`src/hdl/bpa_pkg.sv`:
```
// Shared types, constants and helpers of the buddy page allocator.
package bpa_pkg;

    localparam int NUM_PAGES  = 4096;
    localparam int PAGE_W     = $clog2(NUM_PAGES);
    localparam int LINK_W     = PAGE_W + 1;
    localparam int TOP_ORDER  = 10;
    localparam int NUM_ORDERS = TOP_ORDER + 1;
    localparam int ORD_W      = 4;
    localparam int SUM_W      = LINK_W + 1;

    localparam logic [LINK_W-1:0] NIL_LINK  = LINK_W'(NUM_PAGES);
    localparam logic [LINK_W-1:0] MAX_PAGES = LINK_W'(NUM_PAGES);
    localparam logic [ORD_W-1:0]  TOP_ORD   = ORD_W'(TOP_ORDER);

    localparam logic [1:0] ST_OK      = 2'd0;
    localparam logic [1:0] ST_NOFIT   = 2'd1;
    localparam logic [1:0] ST_IGNORED = 2'd2;

    typedef enum logic [1:0] {
        CMD_INIT    = 2'd0,
        CMD_ALLOC   = 2'd1,
        CMD_FREE    = 2'd2,
        CMD_RESERVE = 2'd3
    } cmd_t;

    typedef enum logic [4:0] {
        S_CLEAR,
        S_IDLE,
        S_INIT_TOP,
        S_INIT_LOW,
        S_INIT_NEXT,
        S_AL_SRCH,
        S_AL_TAKE,
        S_AL_SPLIT,
        S_FR_CHK,
        S_FR_LOOP,
        S_FR_BUD,
        S_FR_MERGE,
        S_FR_FIN,
        S_RV_ORD,
        S_RV_CHK,
        S_RV_NXT,
        S_RV_ACT,
        S_RV_HI,
        S_RV_RESUME,
        S_RV_STEP,
        S_APP1,
        S_APP2,
        S_REM_RD,
        S_REM_1,
        S_REM_2,
        S_DONE
    } ctrl_state_t;

    // Page store: low lane is the order, high lane the taken mark.
    typedef struct packed {
        logic              we_lo;
        logic              we_hi;
        logic [PAGE_W-1:0] waddr;
        logic [ORD_W:0]    wdata;
        logic              re;
        logic [PAGE_W-1:0] raddr;
    } page_req_t;

    // Link store: low lane is the next link, high lane the previous link.
    typedef struct packed {
        logic                we_lo;
        logic                we_hi;
        logic [PAGE_W-1:0]   waddr;
        logic [2*LINK_W-1:0] wdata;
        logic                re;
        logic [PAGE_W-1:0]   raddr;
    } link_req_t;

    typedef struct packed {
        logic [1:0]        status;
        logic [PAGE_W-1:0] page;
        logic [ORD_W-1:0]  order;
    } res_t;

    function automatic logic [SUM_W-1:0] block_size(input logic [ORD_W-1:0] ord);
        block_size = SUM_W'(1) << ord;
    endfunction

    function automatic logic [PAGE_W-1:0] buddy_of(input logic [PAGE_W-1:0] pg,
                                                   input logic [ORD_W-1:0] ord);
        buddy_of = pg ^ (PAGE_W'(1) << ord);
    endfunction

endpackage

```
`src/hdl/bpa_ctrl.sv`:
```
// Sequencer: runs init, allocate, free and reserve over the page and link stores.
module bpa_ctrl (
    input  logic                          aclk,
    input  logic                          aresetn,
    input  logic                          in_valid,
    output logic                          in_ready,
    input  bpa_pkg::cmd_t                 in_cmd,
    input  logic [bpa_pkg::ORD_W-1:0]     in_req,
    input  logic [bpa_pkg::PAGE_W-1:0]    in_pidx,
    input  logic [bpa_pkg::LINK_W-1:0]    in_cnt,
    input  logic [bpa_pkg::LINK_W-1:0]    managed,
    output bpa_pkg::page_req_t            page_req,
    input  logic [bpa_pkg::ORD_W:0]       page_rdata,
    output bpa_pkg::link_req_t            link_req,
    input  logic [2*bpa_pkg::LINK_W-1:0]  link_rdata,
    output logic                          res_valid,
    input  logic                          res_ready,
    output bpa_pkg::res_t                 res
);
    import bpa_pkg::*;

    ctrl_state_t state_reg, state_next, ret_reg, ret_next;

    logic [LINK_W-1:0] head_reg [NUM_ORDERS];
    logic [LINK_W-1:0] head_next [NUM_ORDERS];
    logic [LINK_W-1:0] tail_reg [NUM_ORDERS];
    logic [LINK_W-1:0] tail_next [NUM_ORDERS];
    logic [LINK_W-1:0] live_reg, live_next;
    logic [PAGE_W-1:0] clr_reg, clr_next;
    logic              clr_init_reg, clr_init_next;

    logic [ORD_W-1:0]  req_reg, req_next;
    logic [PAGE_W-1:0] start_reg, start_next;
    logic [LINK_W-1:0] end_reg, end_next;
    logic [ORD_W-1:0]  ord_reg, ord_next;
    logic [PAGE_W-1:0] pg_reg, pg_next;
    logic [LINK_W-1:0] seed_reg, seed_next;
    logic [LINK_W-1:0] guard_reg, guard_next;
    logic [LINK_W-1:0] p_reg, p_next;
    logic [LINK_W-1:0] nx_reg, nx_next;
    logic [ORD_W-1:0]  sub_ord_reg, sub_ord_next;
    logic [PAGE_W-1:0] sub_page_reg, sub_page_next;
    logic [LINK_W-1:0] rem_n_reg, rem_n_next;
    logic [LINK_W-1:0] rem_pr_reg, rem_pr_next;
    res_t              res_reg, res_next;

    always_ff @(posedge aclk) begin
        if (!aresetn) begin
            state_reg    <= S_CLEAR;
            clr_reg      <= '0;
            clr_init_reg <= 1'b0;
            live_reg     <= '0;
            for (int i = 0; i < NUM_ORDERS; i++) begin
                head_reg[i] <= NIL_LINK;
                tail_reg[i] <= NIL_LINK;
            end
        end else begin
            state_reg    <= state_next;
            clr_reg      <= clr_next;
            clr_init_reg <= clr_init_next;
            live_reg     <= live_next;
            for (int i = 0; i < NUM_ORDERS; i++) begin
                head_reg[i] <= head_next[i];
                tail_reg[i] <= tail_next[i];
            end
        end
    end

    always_ff @(posedge aclk) begin
        ret_reg      <= ret_next;
        req_reg      <= req_next;
        start_reg    <= start_next;
        end_reg      <= end_next;
        ord_reg      <= ord_next;
        pg_reg       <= pg_next;
        seed_reg     <= seed_next;
        guard_reg    <= guard_next;
        p_reg        <= p_next;
        nx_reg       <= nx_next;
        sub_ord_reg  <= sub_ord_next;
        sub_page_reg <= sub_page_next;
        rem_n_reg    <= rem_n_next;
        rem_pr_reg   <= rem_pr_next;
        res_reg      <= res_next;
    end

    always_comb begin
        logic [ORD_W-1:0]  lidx;
        logic [LINK_W-1:0] hsel;
        logic [LINK_W-1:0] tsel;
        logic              hit;
        logic [ORD_W-1:0]  fi;
        logic [ORD_W-1:0]  o1;
        logic [PAGE_W-1:0] bud;
        logic [SUM_W-1:0]  bend;
        logic [SUM_W-1:0]  sum;
        logic              take;
        logic [LINK_W-1:0] rd_n;
        logic [LINK_W-1:0] rd_pr;

        state_next    = state_reg;
        ret_next      = ret_reg;
        live_next     = live_reg;
        clr_next      = clr_reg;
        clr_init_next = clr_init_reg;
        req_next      = req_reg;
        start_next    = start_reg;
        end_next      = end_reg;
        ord_next      = ord_reg;
        pg_next       = pg_reg;
        seed_next     = seed_reg;
        guard_next    = guard_reg;
        p_next        = p_reg;
        nx_next       = nx_reg;
        sub_ord_next  = sub_ord_reg;
        sub_page_next = sub_page_reg;
        rem_n_next    = rem_n_reg;
        rem_pr_next   = rem_pr_reg;
        res_next      = res_reg;
        for (int i = 0; i < NUM_ORDERS; i++) begin
            head_next[i] = head_reg[i];
            tail_next[i] = tail_reg[i];
        end
        page_req  = '0;
        link_req  = '0;
        in_ready  = 1'b0;
        res_valid = 1'b0;

        lidx = (state_reg inside {S_APP1, S_APP2, S_REM_RD, S_REM_1, S_REM_2}) ?
               sub_ord_reg : ord_reg;
        hsel  = head_reg[lidx];
        tsel  = tail_reg[lidx];
        o1    = ord_reg - ORD_W'(1);
        rd_n  = link_rdata[LINK_W-1:0];
        rd_pr = link_rdata[2*LINK_W-1:LINK_W];
        bend  = SUM_W'(p_reg) + block_size(ord_reg);
        take  = ((SUM_W'(p_reg) >= SUM_W'(start_reg)) && (bend <= SUM_W'(end_reg))) ||
                (ord_reg == '0);
        sum   = SUM_W'(in_pidx) + SUM_W'(in_cnt);
        bud   = buddy_of(pg_reg, ord_reg);

        // Smallest non-empty list at or above the requested order.
        hit = 1'b0;
        fi  = '0;
        for (int i = 0; i < NUM_ORDERS; i++) begin
            if (!hit && (ORD_W'(i) >= req_reg) && !head_reg[i][LINK_W-1]) begin
                hit = 1'b1;
                fi  = ORD_W'(i);
            end
        end

        case (state_reg)
            S_CLEAR: begin
                page_req.we_lo = 1'b1;
                page_req.we_hi = 1'b1;
                page_req.waddr = clr_reg;
                page_req.wdata = '0;
                clr_next = clr_reg + PAGE_W'(1);
                if (clr_reg == PAGE_W'(NUM_PAGES - 1)) begin
                    seed_next  = '0;
                    state_next = clr_init_reg ? S_INIT_TOP : S_IDLE;
                end
            end
            S_IDLE: begin
                in_ready = 1'b1;
                if (in_valid) begin
                    req_next   = in_req;
                    start_next = in_pidx;
                    pg_next    = in_pidx;
                    res_next   = '{status: ST_IGNORED, page: '0, order: '0};
                    case (in_cmd)
                        CMD_INIT: begin
                            for (int i = 0; i < NUM_ORDERS; i++) begin
                                head_next[i] = NIL_LINK;
                                tail_next[i] = NIL_LINK;
                            end
                            live_next     = (managed > MAX_PAGES) ? MAX_PAGES : managed;
                            clr_next      = '0;
                            clr_init_next = 1'b1;
                            state_next    = S_CLEAR;
                        end
                        CMD_ALLOC: begin
                            state_next = (in_req > TOP_ORD) ? S_DONE : S_AL_SRCH;
                        end
                        CMD_FREE: begin
                            if (LINK_W'(in_pidx) >= live_reg) begin
                                state_next = S_DONE;
                            end else begin
                                page_req.re    = 1'b1;
                                page_req.raddr = in_pidx;
                                state_next     = S_FR_CHK;
                            end
                        end
                        CMD_RESERVE: begin
                            if (in_cnt == '0 || LINK_W'(in_pidx) >= live_reg) begin
                                state_next = S_DONE;
                            end else begin
                                end_next   = (sum > SUM_W'(live_reg)) ? live_reg :
                                             sum[LINK_W-1:0];
                                ord_next   = TOP_ORD;
                                state_next = S_RV_ORD;
                            end
                        end
                        default: state_next = S_DONE;
                    endcase
                end
            end
            S_INIT_TOP: begin
                if (SUM_W'(seed_reg) + block_size(TOP_ORD) <= SUM_W'(live_reg)) begin
                    page_req.we_lo = 1'b1;
                    page_req.we_hi = 1'b1;
                    page_req.waddr = seed_reg[PAGE_W-1:0];
                    page_req.wdata = {1'b0, TOP_ORD};
                    seed_next      = seed_reg + LINK_W'(block_size(TOP_ORD));
                    sub_ord_next   = TOP_ORD;
                    sub_page_next  = seed_reg[PAGE_W-1:0];
                    ret_next       = S_INIT_TOP;
                    state_next     = S_APP1;
                end else begin
                    ord_next   = TOP_ORD - ORD_W'(1);
                    state_next = S_INIT_LOW;
                end
            end
            S_INIT_LOW: begin
                state_next = S_INIT_NEXT;
                if (SUM_W'(seed_reg) + block_size(ord_reg) <= SUM_W'(live_reg)) begin
                    page_req.we_lo = 1'b1;
                    page_req.we_hi = 1'b1;
                    page_req.waddr = seed_reg[PAGE_W-1:0];
                    page_req.wdata = {1'b0, ord_reg};
                    seed_next      = seed_reg + LINK_W'(block_size(ord_reg));
                    sub_ord_next   = ord_reg;
                    sub_page_next  = seed_reg[PAGE_W-1:0];
                    ret_next       = S_INIT_NEXT;
                    state_next     = S_APP1;
                end
            end
            S_INIT_NEXT: begin
                if (ord_reg == '0) begin
                    res_next   = '{status: ST_OK, page: '0, order: '0};
                    state_next = S_DONE;
                end else begin
                    ord_next   = o1;
                    state_next = S_INIT_LOW;
                end
            end
            S_AL_SRCH: begin
                if (!hit) begin
                    res_next   = '{status: ST_NOFIT, page: '0, order: '0};
                    state_next = S_DONE;
                end else begin
                    ord_next   = fi;
                    state_next = S_AL_TAKE;
                end
            end
            S_AL_TAKE: begin
                pg_next       = hsel[PAGE_W-1:0];
                sub_ord_next  = ord_reg;
                sub_page_next = hsel[PAGE_W-1:0];
                ret_next      = S_AL_SPLIT;
                state_next    = S_REM_RD;
            end
            S_AL_SPLIT: begin
                page_req.we_lo = 1'b1;
                page_req.we_hi = 1'b1;
                if (ord_reg > req_reg) begin
                    page_req.waddr = buddy_of(pg_reg, o1);
                    page_req.wdata = {1'b0, o1};
                    ord_next       = o1;
                    sub_ord_next   = o1;
                    sub_page_next  = buddy_of(pg_reg, o1);
                    ret_next       = S_AL_SPLIT;
                    state_next     = S_APP1;
                end else begin
                    page_req.waddr = pg_reg;
                    page_req.wdata = {1'b1, req_reg};
                    res_next       = '{status: ST_OK, page: pg_reg, order: req_reg};
                    state_next     = S_DONE;
                end
            end
            S_FR_CHK: begin
                if (!page_rdata[ORD_W]) begin
                    state_next = S_DONE;
                end else begin
                    ord_next       = page_rdata[ORD_W-1:0];
                    page_req.we_hi = 1'b1;
                    page_req.waddr = pg_reg;
                    page_req.wdata = '0;
                    state_next     = S_FR_LOOP;
                end
            end
            S_FR_LOOP: begin
                if (ord_reg < TOP_ORD && LINK_W'(bud) < live_reg) begin
                    page_req.re    = 1'b1;
                    page_req.raddr = bud;
                    state_next     = S_FR_BUD;
                end else begin
                    state_next = S_FR_FIN;
                end
            end
            S_FR_BUD: begin
                if (page_rdata[ORD_W] || page_rdata[ORD_W-1:0] != ord_reg) begin
                    state_next = S_FR_FIN;
                end else begin
                    sub_ord_next  = ord_reg;
                    sub_page_next = bud;
                    ret_next      = S_FR_MERGE;
                    state_next    = S_REM_RD;
                end
            end
            S_FR_MERGE: begin
                if (bud < pg_reg) begin
                    pg_next = bud;
                end
                ord_next   = ord_reg + ORD_W'(1);
                state_next = S_FR_LOOP;
            end
            S_FR_FIN: begin
                page_req.we_lo = 1'b1;
                page_req.we_hi = 1'b1;
                page_req.waddr = pg_reg;
                page_req.wdata = {1'b0, ord_reg};
                res_next       = '{status: ST_OK, page: pg_reg, order: ord_reg};
                sub_ord_next   = ord_reg;
                sub_page_next  = pg_reg;
                ret_next       = S_DONE;
                state_next     = S_APP1;
            end
            S_RV_ORD: begin
                p_next     = hsel;
                guard_next = '0;
                state_next = S_RV_CHK;
            end
            S_RV_CHK: begin
                if (p_reg[LINK_W-1] || guard_reg == MAX_PAGES) begin
                    state_next = S_RV_STEP;
                end else begin
                    guard_next = guard_reg + LINK_W'(1);
                    if (!(bend <= SUM_W'(start_reg) || p_reg >= end_reg)) begin
                        sub_ord_next  = ord_reg;
                        sub_page_next = p_reg[PAGE_W-1:0];
                        ret_next      = S_RV_ACT;
                        state_next    = S_REM_RD;
                    end else begin
                        link_req.re    = 1'b1;
                        link_req.raddr = p_reg[PAGE_W-1:0];
                        state_next     = S_RV_NXT;
                    end
                end
            end
            S_RV_NXT: begin
                p_next     = rd_n;
                state_next = S_RV_CHK;
            end
            S_RV_ACT: begin
                nx_next = rem_n_reg;
                if (take) begin
                    page_req.we_hi = 1'b1;
                    page_req.waddr = p_reg[PAGE_W-1:0];
                    page_req.wdata = {1'b1, ORD_W'(0)};
                    p_next         = rem_n_reg;
                    state_next     = S_RV_CHK;
                end else begin
                    page_req.we_lo = 1'b1;
                    page_req.we_hi = 1'b1;
                    page_req.waddr = p_reg[PAGE_W-1:0];
                    page_req.wdata = {1'b0, o1};
                    sub_ord_next   = o1;
                    sub_page_next  = p_reg[PAGE_W-1:0];
                    ret_next       = S_RV_HI;
                    state_next     = S_APP1;
                end
            end
            S_RV_HI: begin
                page_req.we_lo = 1'b1;
                page_req.we_hi = 1'b1;
                page_req.waddr = buddy_of(p_reg[PAGE_W-1:0], o1);
                page_req.wdata = {1'b0, o1};
                sub_ord_next   = o1;
                sub_page_next  = buddy_of(p_reg[PAGE_W-1:0], o1);
                ret_next       = S_RV_RESUME;
                state_next     = S_APP1;
            end
            S_RV_RESUME: begin
                p_next     = nx_reg;
                state_next = S_RV_CHK;
            end
            S_RV_STEP: begin
                if (ord_reg == '0) begin
                    res_next   = '{status: ST_OK, page: '0, order: '0};
                    state_next = S_DONE;
                end else begin
                    ord_next   = o1;
                    state_next = S_RV_ORD;
                end
            end
            S_APP1: begin
                link_req.we_lo = 1'b1;
                link_req.we_hi = 1'b1;
                link_req.waddr = sub_page_reg;
                link_req.wdata = {tsel, NIL_LINK};
                tail_next[sub_ord_reg] = LINK_W'(sub_page_reg);
                rem_pr_next = tsel;
                if (tsel[LINK_W-1]) begin
                    head_next[sub_ord_reg] = LINK_W'(sub_page_reg);
                    state_next = ret_reg;
                end else begin
                    state_next = S_APP2;
                end
            end
            S_APP2: begin
                link_req.we_lo = 1'b1;
                link_req.waddr = rem_pr_reg[PAGE_W-1:0];
                link_req.wdata = {NIL_LINK, LINK_W'(sub_page_reg)};
                state_next     = ret_reg;
            end
            S_REM_RD: begin
                link_req.re    = 1'b1;
                link_req.raddr = sub_page_reg;
                state_next     = S_REM_1;
            end
            S_REM_1: begin
                rem_n_next  = rd_n;
                rem_pr_next = rd_pr;
                if (rd_pr[LINK_W-1]) begin
                    head_next[sub_ord_reg] = rd_n;
                end else begin
                    link_req.we_lo = 1'b1;
                    link_req.waddr = rd_pr[PAGE_W-1:0];
                    link_req.wdata = {NIL_LINK, rd_n};
                end
                state_next = S_REM_2;
            end
            S_REM_2: begin
                if (rem_n_reg[LINK_W-1]) begin
                    tail_next[sub_ord_reg] = rem_pr_reg;
                end else begin
                    link_req.we_hi = 1'b1;
                    link_req.waddr = rem_n_reg[PAGE_W-1:0];
                    link_req.wdata = {rem_pr_reg, NIL_LINK};
                end
                state_next = ret_reg;
            end
            S_DONE: begin
                res_valid = 1'b1;
                if (res_ready) begin
                    state_next = S_IDLE;
                end
            end
            default: state_next = S_IDLE;
        endcase
    end

    assign res = res_reg;

endmodule

```
`config.mk`:
```
export PLATFORM = sky130hd
export DESIGN_NAME = bpa_ctrl
export DESIGN_NICKNAME = d
export VERILOG_FILES = /design/src/hdl/bpa_pkg.sv /design/src/hdl/bpa_ctrl.sv
export SDC_FILE = /design/constraint.sdc
export NUM_CORES = 2
export LEC_CHECK = 0
export BUFFER_PORTS_ARGS = -buffer_cell sky130_fd_sc_hd__clkbuf_2
export CELL_PAD_IN_SITES_DETAIL_PLACEMENT = 1
export CELL_PAD_IN_SITES_GLOBAL_PLACEMENT = 2
export CORE_ASPECT_RATIO = 1.5
export CORE_UTILIZATION = 41
export CTS_BUF_LIST = sky130_fd_sc_hd__clkbuf_16
export DETAILED_ROUTE_END_ITERATION = 10
export HOLD_SLACK_MARGIN = 0.15
export PLACE_DENSITY = 0.95
export SLEW_MARGIN = 20
export SYNTH_ARGS = -nofsm -noshare
export SYNTH_HDL_FRONTEND = slang
export SYNTH_SLANG_ARGS = --single-unit
```
`constraint.sdc`:
```
create_clock -name aclk -period 14.1 [get_ports aclk]
set_input_delay 0 -clock aclk [delete_from_list [all_inputs] [get_ports aclk]]
set_output_delay 0 -clock aclk [all_outputs]
set_load 0.03 [all_outputs]
```
==> impl_metrics.env <==
export IMPL_cts_tree="done"
export IMPL_antenna_left=0
export IMPL_synth_edf_count=162
export IMPL_gr_total_overflow=0
export IMPL_rsz0062_at_grt="false"
export IMPL_portBuffers=183
export IMPL_pre_cts_ws_ns=7.30
export IMPL_drv_cap=0
export IMPL_p_leak_nw=13.6
export IMPL_max_freq_mhz=135
export IMPL_grt_max_degree=138
export IMPL_yosysUniqueCellTypes=87
export IMPL_clock_path_buffers=3
export IMPL_post_route_period_util_pct=52.4
export IMPL_synth_area_leaders="dfxtp_1 (19%), edfxtp_1 (15%), o21ai_0 (6.5%)"
export IMPL_fin_skew_ns=0.0330
export IMPL_dieWidth_um=235
export IMPL_fill_cells=9521
export IMPL_grt_pass1_vias=34309
export IMPL_place_hpwl_mm=113
export IMPL_synthFlopType="dfxtp_1"
export IMPL_boundaryPins=184
export IMPL_antenna_found_initial=1
export IMPL_hp_start="in_cnt[6]"
export IMPL_critPathKind="reg2out"
export IMPL_dr_total_vias=34360
export IMPL_finalPower_mw=3.00
export IMPL_gp_congestion=1.07
export IMPL_drv_slew=0
export IMPL_avgSynthCellArea_um2=8.32
export IMPL_syn_inst=4003
export IMPL_async_reset_ff_share_pct=0
export IMPL_worst_skew_pair_late_latency_ns=0.65
export IMPL_worstPathArrival_ns=7.39
export IMPL_core_area_um2=80200
export IMPL_startpoint_type="flop"
export IMPL_fin_crit_ns=7.39
export IMPL_root_buffer="clkbuf_16"
export IMPL_rr_startpoint="ord_reg[1]"
export IMPL_totalWireLength_mm=159
export IMPL_synth_fp_nets=4257
export IMPL_final_nets=4341
export IMPL_violations="design-rule violations"
export IMPL_crit_start="ord_reg[1]"
export IMPL_cts_max_level=2
export IMPL_cts_sinks=479
export IMPL_numCtsBuffers=52
export IMPL_grt_usage_pct=37.5
export IMPL_p_per_area_nw_per_um2=79.7
export IMPL_drive_gt1_share_pct=12.8
export IMPL_detail_route_wl_per_cell_um=30.8
export IMPL_setup_violations=0
export IMPL_ir_drop_v=0.0000778
export IMPL_slowest_stage="nor2_1"
export IMPL_start_util_pct=41.5
export IMPL_grt_pass1_wl_mm=231
export IMPL_clk_pin_slew_ns=0.07
export IMPL_path_cells="inv_1 > ha_1 > or3b_2 > inv_1 > ha_1 > a211oi_1 > o21ai_0 > a41o_1 > xor2_1 > ha_1 > nand2_1 > nor2_1 > a2111oi_0 > nor2_1 > o31ai_1 > a21oi_1 > nor2_1 > a22o_1 > clkbuf_2"
export IMPL_layout_setup_ws_ns=6.71
export IMPL_cp_max_fo=13
export IMPL_vias_per_cell=6.66
export IMPL_setup_tns_ns=0
export IMPL_drc=2
export IMPL_fp_dieH_um=351
export IMPL_die_area_um2=82400
export IMPL_drt_initial_drc_count=3450
export IMPL_status="finished with violations"
export IMPL_synth_warnings=0
export IMPL_hold_violations=0
export IMPL_synth_largest_area_cell="dfxtp_1"
export IMPL_area_growth_pct=12.8
export IMPL_synth_top_area_share_pct=19.1
export IMPL_netlist_area_um2=33300
export IMPL_hp_class="in2reg"
export IMPL_row_count=127
export IMPL_firstDrtPassIters=11
export IMPL_synth_seq_area_share_pct=33.7
export IMPL_critical_path_max_stage_delay_ns=0.96
export IMPL_worst_pin_slew_ns=1.18
export IMPL_cts_resized=0
export IMPL_ys_seq_elements=479
export IMPL_required_ns=14.10
export IMPL_cp_end_kind="output port"
export IMPL_relSlewSlack_pct=20.8
## synthesized netlist by cell type (all sizes together), types with 59 or more instances
cell / n
dfxtp: 317
a221oi: 136
inv: 236
edfxtp: 162
a31oi: 177
a211oi: 70
o21ai: 436
and3: 61
ha: 172
nor2: 312
nand3: 73
o21a: 144
buf: 59
a21oi: 143
clkbuf: 285
a21o: 182
nand2: 362
## what timing repair did
| item | CTS | global route |
|---|---|---|
| setup buffers | 0 | 0 |
| hold buffers | 90 | 0 |
| endpoints found under the hold margin | 238 | 0 |
## cells in the final DEF, fill, tap and decap left out, types with 60 or more instances in the layout
cell type      instances
a211oi_1              68
buf_4                101
a221oi_2              90
edfxtp_1             162
a21o_1               182
a21oi_1              142
inv_1                242
nor2_1               306
and3_1                60
dfxtp_1              317
dlygate4sd3_1         90
a31oi_1              176
ha_1                 172
o21ai_0              431
o21a_1               144
clkbuf_2             182
nand2_1              356
nand3_1               72
## power breakdown
group	internal (mW)	switching [mW]
clock	0.764	0.645
sequential	1.42	0.00170
combinational	0.0621	0.100
total	2.25	0.747
## final timing paths
path / slack (ns) / endpoint / depth (start not counted)
max reg2reg: 6.90 / state_reg[3] / 19
min reg2reg: 0.48 / head_reg[1][9] / 2
max: 6.71 / link_req[11] / 19
min: 0.21 / end_reg[6] / 4
## metrics by stage
| stage | hold slack (ns) | cells | cell area [µm²] | util, % |
|---|---|---|---|---|
| global route | 0.202 | 5161 | 37600 | 46.8 |
| detailed placement | 0.196 | 4975 | 35000 | 43.6 |
| finish | 0.213 | 5162 | 37600 | 46.8 |
| floorplan | 0.0989 | 4003 | 33300 | - |
| CTS | 0.154 | 5161 | 37600 | 46.8 |
| global placement | 0.198 | 4975 | 35000 | 43.6 |
## cell type report
class | instances | area [µm²] | share of cell area (%)
antenna | 1 | 2.50 | 0.00666
multi-input combinational | 2943 | 19900 | 53.0
sequential | 479 | 11200 | 29.8
tap | 1032 | 1290 | 3.44
inverter | 237 | 892 | 2.37
clock inverter | 44 | 355 | 0.946
timing repair buffer | 374 | 2590 | 6.89
clock buffer | 52 | 1300 | 3.46
## worst max-delay path: cells and delay by family (launching register included)
family / cells / cell delay [ns]
flops: 1 / 0.60
fa+ha+maj: 3 / 1.04
buf+inv: 3 / 0.73
xor+xnor: 1 / 0.25
simple gates: 5 / 1.76
compound gates: 7 / 2.35
## logic make-up after synthesis
family	count (synthesis)	share of synthesized area [%]
fa+ha+maj	175	6.64
simple gates	1022	14.1
flops	479	33.7
mux	61	1.93
buf+inv	581	6.96
xor+xnor	91	2.39
compound gates	1594	34.3
## metal layers
metal	share of wire [%]	global-route usage (%)
met1	37	42.2
met2	47	63.8
met3	6.6	5.29
met4	8.8	30.2
met5	0.010	0
Note: power is estimated with default switching activity, not from simulation.
